===== src/hw/rtl/mdfa_divider.sv =====
// Restoring divider, one quotient bit per cycle.
// Depends on nothing but its parameters.
module mdfa_divider #(
  parameter int NUM_W = 43,
  parameter int DEN_W = 11
) (
  input  logic             clk,
  input  logic             rst,
  input  logic             start,
  input  logic [NUM_W-1:0] dividend,
  input  logic [DEN_W-1:0] divisor,
  output logic             done,
  output logic [NUM_W-1:0] quotient
);

  localparam int STEP_W = $clog2(NUM_W + 1);

  logic              busy;
  logic [STEP_W-1:0] step;
  logic [DEN_W:0]    rem;
  logic [DEN_W:0]    shifted;
  logic [DEN_W:0]    rem_next;
  logic              q_bit;

  always_comb begin
    shifted  = {rem[DEN_W-1:0], quotient[NUM_W-1]};
    q_bit    = (shifted >= {1'b0, divisor});
    rem_next = q_bit ? (shifted - {1'b0, divisor}) : shifted;
  end

  always_ff @(posedge clk) begin
    if (rst) begin
      busy <= 1'b0;
      done <= 1'b0;
      step <= '0;
    end else begin
      done <= 1'b0;
      if (start) begin
        busy <= 1'b1;
        step <= STEP_W'(NUM_W);
      end else if (busy) begin
        step <= step - STEP_W'(1);
        if (step == STEP_W'(1)) begin
          busy <= 1'b0;
          done <= 1'b1;
        end
      end
    end
  end

  always_ff @(posedge clk) begin
    if (start) begin
      quotient <= dividend;
      rem      <= '0;
    end else if (busy) begin
      quotient <= {quotient[NUM_W-2:0], q_bit};
      rem      <= rem_next;
    end
  end

endmodule


===== config.mk =====
export PLATFORM = sky130hd
export DESIGN_NAME = mdfa_divider
export DESIGN_NICKNAME = d
export VERILOG_FILES = /design/src/hw/rtl/mdfa_divider.sv
export SDC_FILE = /design/constraint.sdc
export NUM_CORES = 1
export LEC_CHECK = 0
export ABC_AREA = 1
export BUFFER_PORTS_ARGS = -buffer_cell sky130_fd_sc_hd__buf_2
export CAP_MARGIN = 5
export CORE_ASPECT_RATIO = 2
export CORE_MARGIN = 4
export CORE_UTILIZATION = 58
export CTS_BUF_LIST = sky130_fd_sc_hd__clkbuf_4
export CTS_CLUSTER_SIZE = 14
export DETAILED_ROUTE_END_ITERATION = 10
export PLACE_DENSITY_LB_ADDON = 0.15
export SETUP_SLACK_MARGIN = 0.15
export SYNTH_ARGS = -nofsm -noshare
export SYNTH_HDL_FRONTEND = slang
export SYNTH_SLANG_ARGS = --single-unit

===== constraint.sdc =====
create_clock -name clk -period 3.6 [get_ports clk]
set_input_delay 0.54 -clock clk [delete_from_list [all_inputs] [get_ports clk]]
set_output_delay 0.54 -clock clk [all_outputs]
set_load 0.02 [all_outputs]

==> flow_metrics.env, run 1 <==
export IMPL_powerDensity_mw_per_mm2=395
export IMPL_status="complete, no violations"
export IMPL_peakVddDrop_mv=0.317
export IMPL_start_util_pct=60.6
export IMPL_synth_seq_cells=62
export IMPL_die_area_sq_mm=0.00745
export IMPL_busiest_layer="met2"
export IMPL_relSlewSlack_pct=42.0
export IMPL_numCtsBuffers=9
export IMPL_yosys_warnings=0
export IMPL_ant_nets=0
export IMPL_clkLatencyLatePin_ps=390
export IMPL_syn_to_final_growth_pct=17.8
export IMPL_r2r_cells=10
export IMPL_yosysTopAreaCell="edfxtp_1"
export IMPL_rsz0062_at_grt="no"
export IMPL_synth_area_per_cell_sq_um=7.90
export IMPL_synth_area_leaders="edfxtp_1, nand2_1, dfxtp_1"
export IMPL_drt_wl_total_um=8560
export IMPL_fp_coreArea_sq_mm=0.00581
export IMPL_path_clk_slew_ps=100
export IMPL_final_util_pct=71.4
export IMPL_clockBufferDepth=2
export IMPL_grt_ovfl_total=0
export IMPL_worstPathArrival_ps=2250
export IMPL_synth_cell_type_count=35
export IMPL_antenna_cells=0
export IMPL_hpwl_um=6770
export IMPL_antenna_found_initial=0
export IMPL_io_buffers=100
export IMPL_hold_depth=2
export IMPL_hold_violations=0
export IMPL_design_area_sq_mm=0.00414
export IMPL_vias_per_cell=5.16
export IMPL_route_detailed_drc=0
export IMPL_grt_pass1_wl_um=14600
export IMPL_clockRootBuffer="clkbuf_4"
export IMPL_wl_per_cell_um=14.0
export IMPL_setup_viol=0
export IMPL_setup_worst_path_start_class="register"
export IMPL_track_usage_pct=24.9
export IMPL_fin_cells=610
export IMPL_grt_max_degree=47
export IMPL_cap_viol_max_count=0
export IMPL_max_freq_mhz=479
export IMPL_dp_cells=594
export IMPL_yosysSeqAreaShare_pct=47.5
export IMPL_vias=3146
export IMPL_post_cts_setup_buffer_count=0
export IMPL_cts_hold_buf=0
export IMPL_drtIter0Drc=185
export IMPL_nets=615
export IMPL_criticalPathCategory="reg2reg"
export IMPL_grt_pass1_vias=3224
export IMPL_dieHeight_um=118
export IMPL_use_met3_pct=7.07
export IMPL_synth_top_cell_area_share_pct=36.7
export IMPL_met2_usage_pct=43.4
export IMPL_synth_cells=445
export IMPL_die_x_um=63.1
export IMPL_dr_pass1_iters=4
export IMPL_setup_slack_ps=1510
export IMPL_leakage_nw=2.22
export IMPL_min_period_ps=2090
export IMPL_io_pins=101
export IMPL_std_cell_rows=39
export IMPL_cts_tree="yes"
export IMPL_cts_resized=0
export IMPL_syn_nets=516
export IMPL_p_total_mw=1.64
export IMPL_pre_cts_ws_ps=1270
export IMPL_post_route_period_util_pct=58.0
export IMPL_cts_htree_levels=3
export IMPL_timing_hold_ws_ps=348
export IMPL_cp_end_kind="register"
export IMPL_maxSlewViolCount=0
export IMPL_syn_area_sq_mm=0.00352
export IMPL_dpl_cell_area_sq_mm=0.00402
export IMPL_gr_usage_met1_pct=25.4
export IMPL_hp_class="in2reg"
export IMPL_drive_above_1_share_pct=26.6
export IMPL_required_ps=3760
export IMPL_critPathMaxFanout=12
export IMPL_totalNegativeSetupSlack_ps=0
export IMPL_fill_cells=513
export IMPL_routabilityCongestion=0.957
export IMPL_clock_sinks=62
export IMPL_skew_ps=6.54
export IMPL_worst_pin_slew_ps=867
## final timing paths
path / from / slack (ps) / end
worst max-delay path: quotient[42]$_DFFE_PP_ / 1510 / quotient[0]$_DFFE_PP_
worst min-delay path: rst / 350 / busy$_SDFF_PP0_
worst max register to register: quotient[42]$_DFFE_PP_ / 1510 / quotient[0]$_DFFE_PP_
worst min register to register: rem[10]$_SDFFE_PP0P_ / 480 / rem[10]$_SDFFE_PP0P_
## area by class of cell
class | count | area [sq um] | area share, %
Clock buffer | 9 | 67.6 | 1.63
Clock inverter | 7 | 55.1 | 1.33
Inverter | 56 | 210 | 5.07
Multi-Input combinational cell | 312 | 1540 | 37.2
Sequential cell | 62 | 1670 | 40.3
Tap cell | 61 | 76.3 | 1.84
Timing Repair Buffer | 103 | 523 | 12.6
## power by group
group          internal (mW)  switching [mW]
Combinational          0.112           0.213
Clock                  0.200           0.239
Sequential             0.837          0.0333
## registers in the layout, summed over array words and instances (netlist names)
name and cells:
busy 1, done 1, quotient 43, rem 11, step 6
## placed cells by master, fill, tap and decap left out
| cell | netlist | layout |
|---|---|---|
| and2_4 | 1 | 1 |
| a31oi_1 | 1 | 1 |
| buf_4 | 1 | 3 |
| nand4_1 | 14 | 14 |
| nand2_2 | 14 | 14 |
| a221oi_1 | 1 | 1 |
| edfxtp_1 | 43 | 43 |
| dfxtp_1 | 19 | 19 |
| or2_2 | 1 | 1 |
| nand2_1 | 198 | 198 |
| inv_1 | 53 | 53 |
| xnor2_1 | 3 | 3 |
| inv_2 | 3 | 3 |
| buf_2 | 1 | 100 |
| fa_1 | 1 | 1 |
| or2_1 | 1 | 1 |
| clkinv_1 | 0 | 4 |
| nand3_1 | 23 | 23 |
| nand3_2 | 7 | 7 |
| clkinv_2 | 0 | 2 |
| nor2_4 | 1 | 1 |
| nor3b_1 | 2 | 2 |
| bufinv_16 | 0 | 1 |
| o21ai_0 | 1 | 1 |
| ha_1 | 13 | 13 |
| a211oi_1 | 1 | 1 |
| nor2_2 | 2 | 2 |
| a21oi_1 | 3 | 3 |
| clkbuf_4 | 0 | 9 |
| nor2_1 | 17 | 17 |
| o31ai_1 | 1 | 1 |
| nor3_1 | 3 | 3 |
| a21oi_2 | 1 | 1 |
| nand4_4 | 1 | 1 |
| xor2_1 | 1 | 1 |
## Yosys cell counts, drive strengths merged
library cell	n
a211oi	1
a21oi	4
a221oi	1
a31oi	1
and2	1
buf	4
clkbuf	11
dfxtp	19
edfxtp	43
fa	1
ha	13
inv	56
nand2	212
nand3	30
nand4	15
nor2	20
nor3	3
nor3b	2
o21ai	1
o31ai	1
or2	2
xnor2	3
xor2	1
## worst max-delay path: stages (launching register included)
cell and delay [ps]:
edfxtp_1 400, inv_1 100, ha_1 180, fa_1 220, inv_1 60, nand3_1 80, nand3_2 120, nand2_2 230
nand4_4 280, nand2_1 130, nand2_1 60
## per-layer routing
layer	up-vias	share of wire, %
li1	1616	-
met1	1387	35
met2	109	55
met3	34	5.8
met4	0	5.1
met5	-	0
## cell families after synthesis
group | share of synthesized area, %
and+or+nand+nor | 35.9
buffers and inverters | 8.68
DFF | 47.5
adders and majority gates | 5.19
AOI/OAI and AO/OA | 1.67
xor gates and xnor gates | 0.996
Note: power is estimated with default switching activity, not from simulation.
==> run 2, diff against run 1 <==
- CORE_UTILIZATION: 58 -> 49
- clock period: 3.6 -> 1.7 ns (I/O delays scaled with it)
==> flow_metrics.env, run 2 (synthesized netlist as in run 1, its figures left out) <==
export IMPL_status="finished, violations left"
export IMPL_violations="setup timing"
export IMPL_start_util_pct=50.7
export IMPL_nets=651
export IMPL_dp_cells=657
export IMPL_clkLatencyLatePin_ps=400
export IMPL_cts_tree="yes"
export IMPL_switching_share_pct=30.5
export IMPL_final_cell_mix="nand2_1, buf_2, inv_1, edfxtp_1, buf_4"
export IMPL_fin_cells=675
export IMPL_setup_worst_path_start_class="register"
export IMPL_clockRootBuffer="clkbuf_4"
export IMPL_pwr_share_seq_pct=52.5
export IMPL_relSlewSlack_pct=75.7
export IMPL_antenna_cells=0
export IMPL_final_common_cell="nand2_1"
export IMPL_hold_violations=0
export IMPL_cts_htree_levels=3
export IMPL_timing_hold_ws_ps=75.3
export IMPL_required_ps=2000
export IMPL_setup_viol=12
export IMPL_grt_ovfl_total=0
export IMPL_wl_per_cell_um=13.9
export IMPL_cp_end_kind="register"
export IMPL_power_frac_comb_pct=22.6
export IMPL_drtIter0Drc=150
export IMPL_powerDensity_mw_per_mm2=758
export IMPL_peakVddDrop_mv=0.621
export IMPL_largest_register="quotient"
export IMPL_biggestRegsByFlops="quotient: 43 flops, rem: 11 flops, step: 6 flops"
export IMPL_vias=3320
export IMPL_drive_above_1_share_pct=35.0
export IMPL_hpwl_um=7240
export IMPL_die_x_um=67.9
export IMPL_route_detailed_drc=0
export IMPL_io_pins=101
export IMPL_rsz0062_at_grt="yes"
export IMPL_post_route_period_util_pct=104
export IMPL_leakage_nw=2.45
export IMPL_p_sw_mw=1.07
export IMPL_criticalPathCategory="reg2reg"
export IMPL_fp_coreArea_sq_mm=0.00694
export IMPL_cts_hold_buf=0
export IMPL_track_usage_pct=23.1
export IMPL_syn_to_final_growth_pct=31.7
export IMPL_die_area_sq_mm=0.00868
export IMPL_min_period_ps=1780
export IMPL_hp_class="in2reg"
export IMPL_clockBufferDepth=2
export IMPL_worstPathArrival_ps=2070
export IMPL_ant_nets=0
export IMPL_routabilityCongestion=0.883
export IMPL_antenna_found_initial=0
export IMPL_io_buffers=100
export IMPL_clkPwrFrac_pct=24.9
export IMPL_dieHeight_um=128
export IMPL_totalNegativeSetupSlack_ps=-566
export IMPL_grt_pass1_wl_um=15000
export IMPL_dr_pass1_iters=4
export IMPL_std_cell_rows=43
export IMPL_drt_wl_total_um=9380
export IMPL_maxSlewViolCount=0
export IMPL_grt_max_degree=39
export IMPL_setup_slack_ps=-75.4
export IMPL_max_freq_mhz=563
export IMPL_largest_reg_flops=43
export IMPL_critPathMaxFanout=5
export IMPL_numCtsBuffers=9
export IMPL_worst_pin_slew_ps=364
export IMPL_path_clk_slew_ps=90
export IMPL_clock_sinks=62
export IMPL_skew_ps=14.4
export IMPL_cellInternalPower_mw=2.44
export IMPL_cap_viol_max_count=0
export IMPL_p_total_mw=3.51
export IMPL_grt_pass1_vias=3354
export IMPL_vias_per_cell=4.92
run 2: final cells by class:
| type | count | area [sq um] |
|---|---|---|
| fillers | 656 | 2310 |
| flip-flops and latches | 62 | 1670 |
| repair buffers | 138 | 840 |
| inverters | 56 | 214 |
| clock inverters | 3 | 13.8 |
| clock buffers | 13 | 97.6 |
| well taps | 90 | 113 |
| multi-input cells | 313 | 1680 |
run 2: routing by layer:
layer / GRT usage (%) / routed length [um] / vias up
met4: 12.8 / 455 / 0
met5: 0 / 0 / -
met3: 5.44 / 501 / 33
met2: 42.3 / 5120 / 110
li1: - / - / 1686
met1: 22.6 / 3300 / 1491
run 2: what timing repair did:
action,CTS,global route
pin swaps,0,1
hold endpoints to repair,0,0
setup buffers,1,0
setup endpoints to repair,12,12
gates cloned,1,0
gates resized for setup,3,12
run 2: critical path: stages, from the launching register on:
cell	delay [ps]
edfxtp_1	370
inv_2	60
ha_4	160
fa_2	350
inv_2	70
nand3_2	80
nand3_4	90
nand2_4	80
nand4_4	130
buf_4	140
nand3_2	40
nand3_1	70
nand2_1	50
run 2: stage by stage:
step	cell area [sq um]	utilization, %	setup slack (ps)
after floorplan	3570	-	-153
after global placement	4410	63.5	-75.2
after detailed placement	4410	63.5	-103
after CTS	4550	65.6	-55.8
after global routing	4630	66.8	-161
final	4630	66.8	-75.4
run 2: final timing paths:
kind	from	endpoint	slack (ps)	cells after the start
worst max-delay path	quotient[42]$_DFFE_PP_	rem[7]$_SDFFE_PP0P_	-80	12
worst min-delay path	rst	step[3]$_SDFFE_PP0P_	80	2
worst max register to register	quotient[42]$_DFFE_PP_	rem[7]$_SDFFE_PP0P_	-80	12
worst min register to register	rem[5]$_SDFFE_PP0P_	rem[5]$_SDFFE_PP0P_	480	2
run 2: power groups by stage:
stage / Sequential (mW) / Combinational [mW] / Clock, mW
2_1_floorplan: 2.01 / 0.315 / 0
3_3_place_gp: 1.87 / 0.768 / 0
3_5_place_dp: 1.87 / 0.779 / 0
4_1_cts: 1.84 / 0.787 / 0.908
5_1_grt: 1.86 / 0.875 / 0.958
6_report: 1.84 / 0.794 / 0.874
==> run 3, diff against run 2 <==
--- a/config.mk
+++ b/config.mk
@@ -18,2 +18,3 @@
 export SETUP_SLACK_MARGIN = 0.15
+export SLEW_MARGIN = 20
 export SYNTH_ARGS = -nofsm -noshare
==> constraint.sdc (replaced) <==
create_clock -name clk -period 1.7 [get_ports clk]
set_input_delay 0.085 -clock clk [delete_from_list [all_inputs] [get_ports clk]]
set_output_delay 0.085 -clock clk [all_outputs]
set_load 0.02 [all_outputs]
==> flow_metrics.env, run 3 (synthesized netlist as in run 1, its figures left out) <==
export IMPL_io_buffers=100
export IMPL_drive_above_1_share_pct=31.4
export IMPL_antenna_found_initial=0
export IMPL_min_period_ps=1800
export IMPL_wl_per_cell_um=14.7
export IMPL_clock_sinks=62
export IMPL_setup_viol=12
export IMPL_die_area_sq_mm=0.00868
export IMPL_die_x_um=67.9
export IMPL_setup_slack_ps=-95.4
export IMPL_route_detailed_drc=0
export IMPL_relSlewSlack_pct=74.1
export IMPL_cp_end_kind="register"
export IMPL_multiInputGateArea_sq_mm=0.00162
export IMPL_p_total_mw=3.77
export IMPL_hold_violations=0
export IMPL_routabilityCongestion=1.02
export IMPL_setup_worst_path_start_class="register"
export IMPL_clockBufferDepth=2
export IMPL_dpl_cell_area_sq_mm=0.00434
export IMPL_track_usage_pct=26.5
export IMPL_drt_wl_total_um=10500
export IMPL_design_area_sq_mm=0.00499
export IMPL_grt_ovfl_total=0
export IMPL_worstPathArrival_ps=2090
export IMPL_grt_pass1_wl_um=17400
export IMPL_criticalPathCategory="reg2reg"
export IMPL_biggestRegsByFlops="quotient: 43 flops, rem: 11 flops, step: 6 flops"
export IMPL_ant_nets=0
export IMPL_leakage_nw=2.60
export IMPL_hpwl_um=7230
export IMPL_grt_max_degree=37
export IMPL_vias=3592
export IMPL_path_clk_slew_ps=110
export IMPL_cpPeakStageDelay_ps=380
export IMPL_worst_pin_slew_ps=387
export IMPL_violations="setup timing"
export IMPL_crit_top_cell="nand3_2"
export IMPL_largest_reg_flops=43
export IMPL_required_ps=1990
export IMPL_peakVddDrop_mv=0.657
export IMPL_max_freq_mhz=557
export IMPL_skew_ps=15.2
export IMPL_maxSlewViolCount=0
export IMPL_io_pins=101
export IMPL_cap_viol_max_count=0
export IMPL_clockRootBuffer="clkbuf_4"
export IMPL_crit_slowest_cell="edfxtp_1"
export IMPL_syn_to_final_growth_pct=42.0
export IMPL_crit_chain="inv_2, ha_4, fa_2, inv_2, nand3_2, nand3_4, nand2_4, nand4_4, buf_12, nand3_2, nand3_2, nand2_1"
export IMPL_vias_per_cell=5.03
export IMPL_post_route_period_util_pct=106
export IMPL_antenna_cells=0
export IMPL_drtIter0Drc=214
export IMPL_numCtsBuffers=9
export IMPL_clkLatencyLatePin_ps=390
export IMPL_powerDensity_mw_per_mm2=754
export IMPL_nets=690
export IMPL_critPathMaxFanout=7
export IMPL_dr_pass1_iters=4
export IMPL_grt_pass1_vias=3849
export IMPL_fill_cells=511
export IMPL_std_cell_rows=43
export IMPL_cts_tree="yes"
export IMPL_start_util_pct=50.7
export IMPL_regArea_sq_mm=0.00167
export IMPL_dieHeight_um=128
export IMPL_status="finished, violations left"
export IMPL_largest_register="quotient"
export IMPL_fp_coreArea_sq_mm=0.00694
export IMPL_cts_htree_levels=3
export IMPL_final_common_cell="nand2_1"
export IMPL_hp_class="in2reg"
export IMPL_final_cell_mix="nand2_1, buf_2, inv_1, dlygate4sd3_1, edfxtp_1"
export IMPL_rsz0062_at_grt="yes"
[run 3: changes by cell type in the layout (fill, tap and decap cells not counted), sizes merged]
cell         previous run  this run
dlygate4sd3             0        44
buf                   138       134
clkinv                  3         2
nand4                  16        15
bufinv                  0         1
[run 3: cell type report]
| cell class | count | area share (%) |
|---|---|---|
| Sequential cell | 62 | 33.5 |
| Multi-Input combinational cell | 312 | 32.5 |
| Timing Repair Buffer | 178 | 24.8 |
| Inverter | 56 | 4.28 |
| Tap cell | 90 | 2.25 |
| Clock buffer | 13 | 1.95 |
| Clock inverter | 3 | 0.752 |
[run 3: metrics by stage]
stage	worst slack, ps	TNS, ps	instances	utilization, %	hold slack [ps]
floorplan	-153	-1460	445	-	154
global placement	-29.8	-136	649	62.5	306
detailed placement	-83.1	-599	649	62.5	320
CTS	-103	-750	710	71.3	51.1
global route	-201	-1960	714	72.0	60.3
finish	-95.4	-894	714	72.0	65.5
[run 3: path summary, 6_finish.rpt]
path / from / endpoint / slack, ps / cells after the start
worst max-delay path: quotient[42]$_DFFE_PP_ / rem[10]$_SDFFE_PP0P_ / -100 / 12
worst min-delay path: start / step[0]$_SDFFE_PP0P_ / 70 / 3
worst max register to register: quotient[42]$_DFFE_PP_ / rem[10]$_SDFFE_PP0P_ / -100 / 12
worst min register to register: rem[10]$_SDFFE_PP0P_ / rem[10]$_SDFFE_PP0P_ / 470 / 2
[run 3: layer usage]
layer	GRT usage (%)	wire length (um)	share of wire, %
met5	0	0	0
met4	15.7	575	5.5
met3	4.47	531	5.1
met2	48.2	5840	56
met1	27.0	3570	34
[run 3: critical path: cells and delay by family (launching register included)]
family | cells | cell delay [ps]
and+or+nand+nor | 7 | 540
DFF | 1 | 380
adders and majority gates | 2 | 500
buffers and inverters | 3 | 280
[run 3: report_power, final]
part / switching [mW] / leakage [nW] / internal (mW)
clock network: 0.534 / 0.0771 / 0.508
registers: 0.0779 / 0.596 / 1.77
logic: 0.510 / 1.92 / 0.363
[run 3: what timing repair did]
item,4_1_cts,5_1_grt
endpoints found under the setup margin,12,12
resized for setup,6,3
pin swaps,0,2
endpoints found under the hold margin,46,0
hold buffers,44,0
setup buffers,1,4
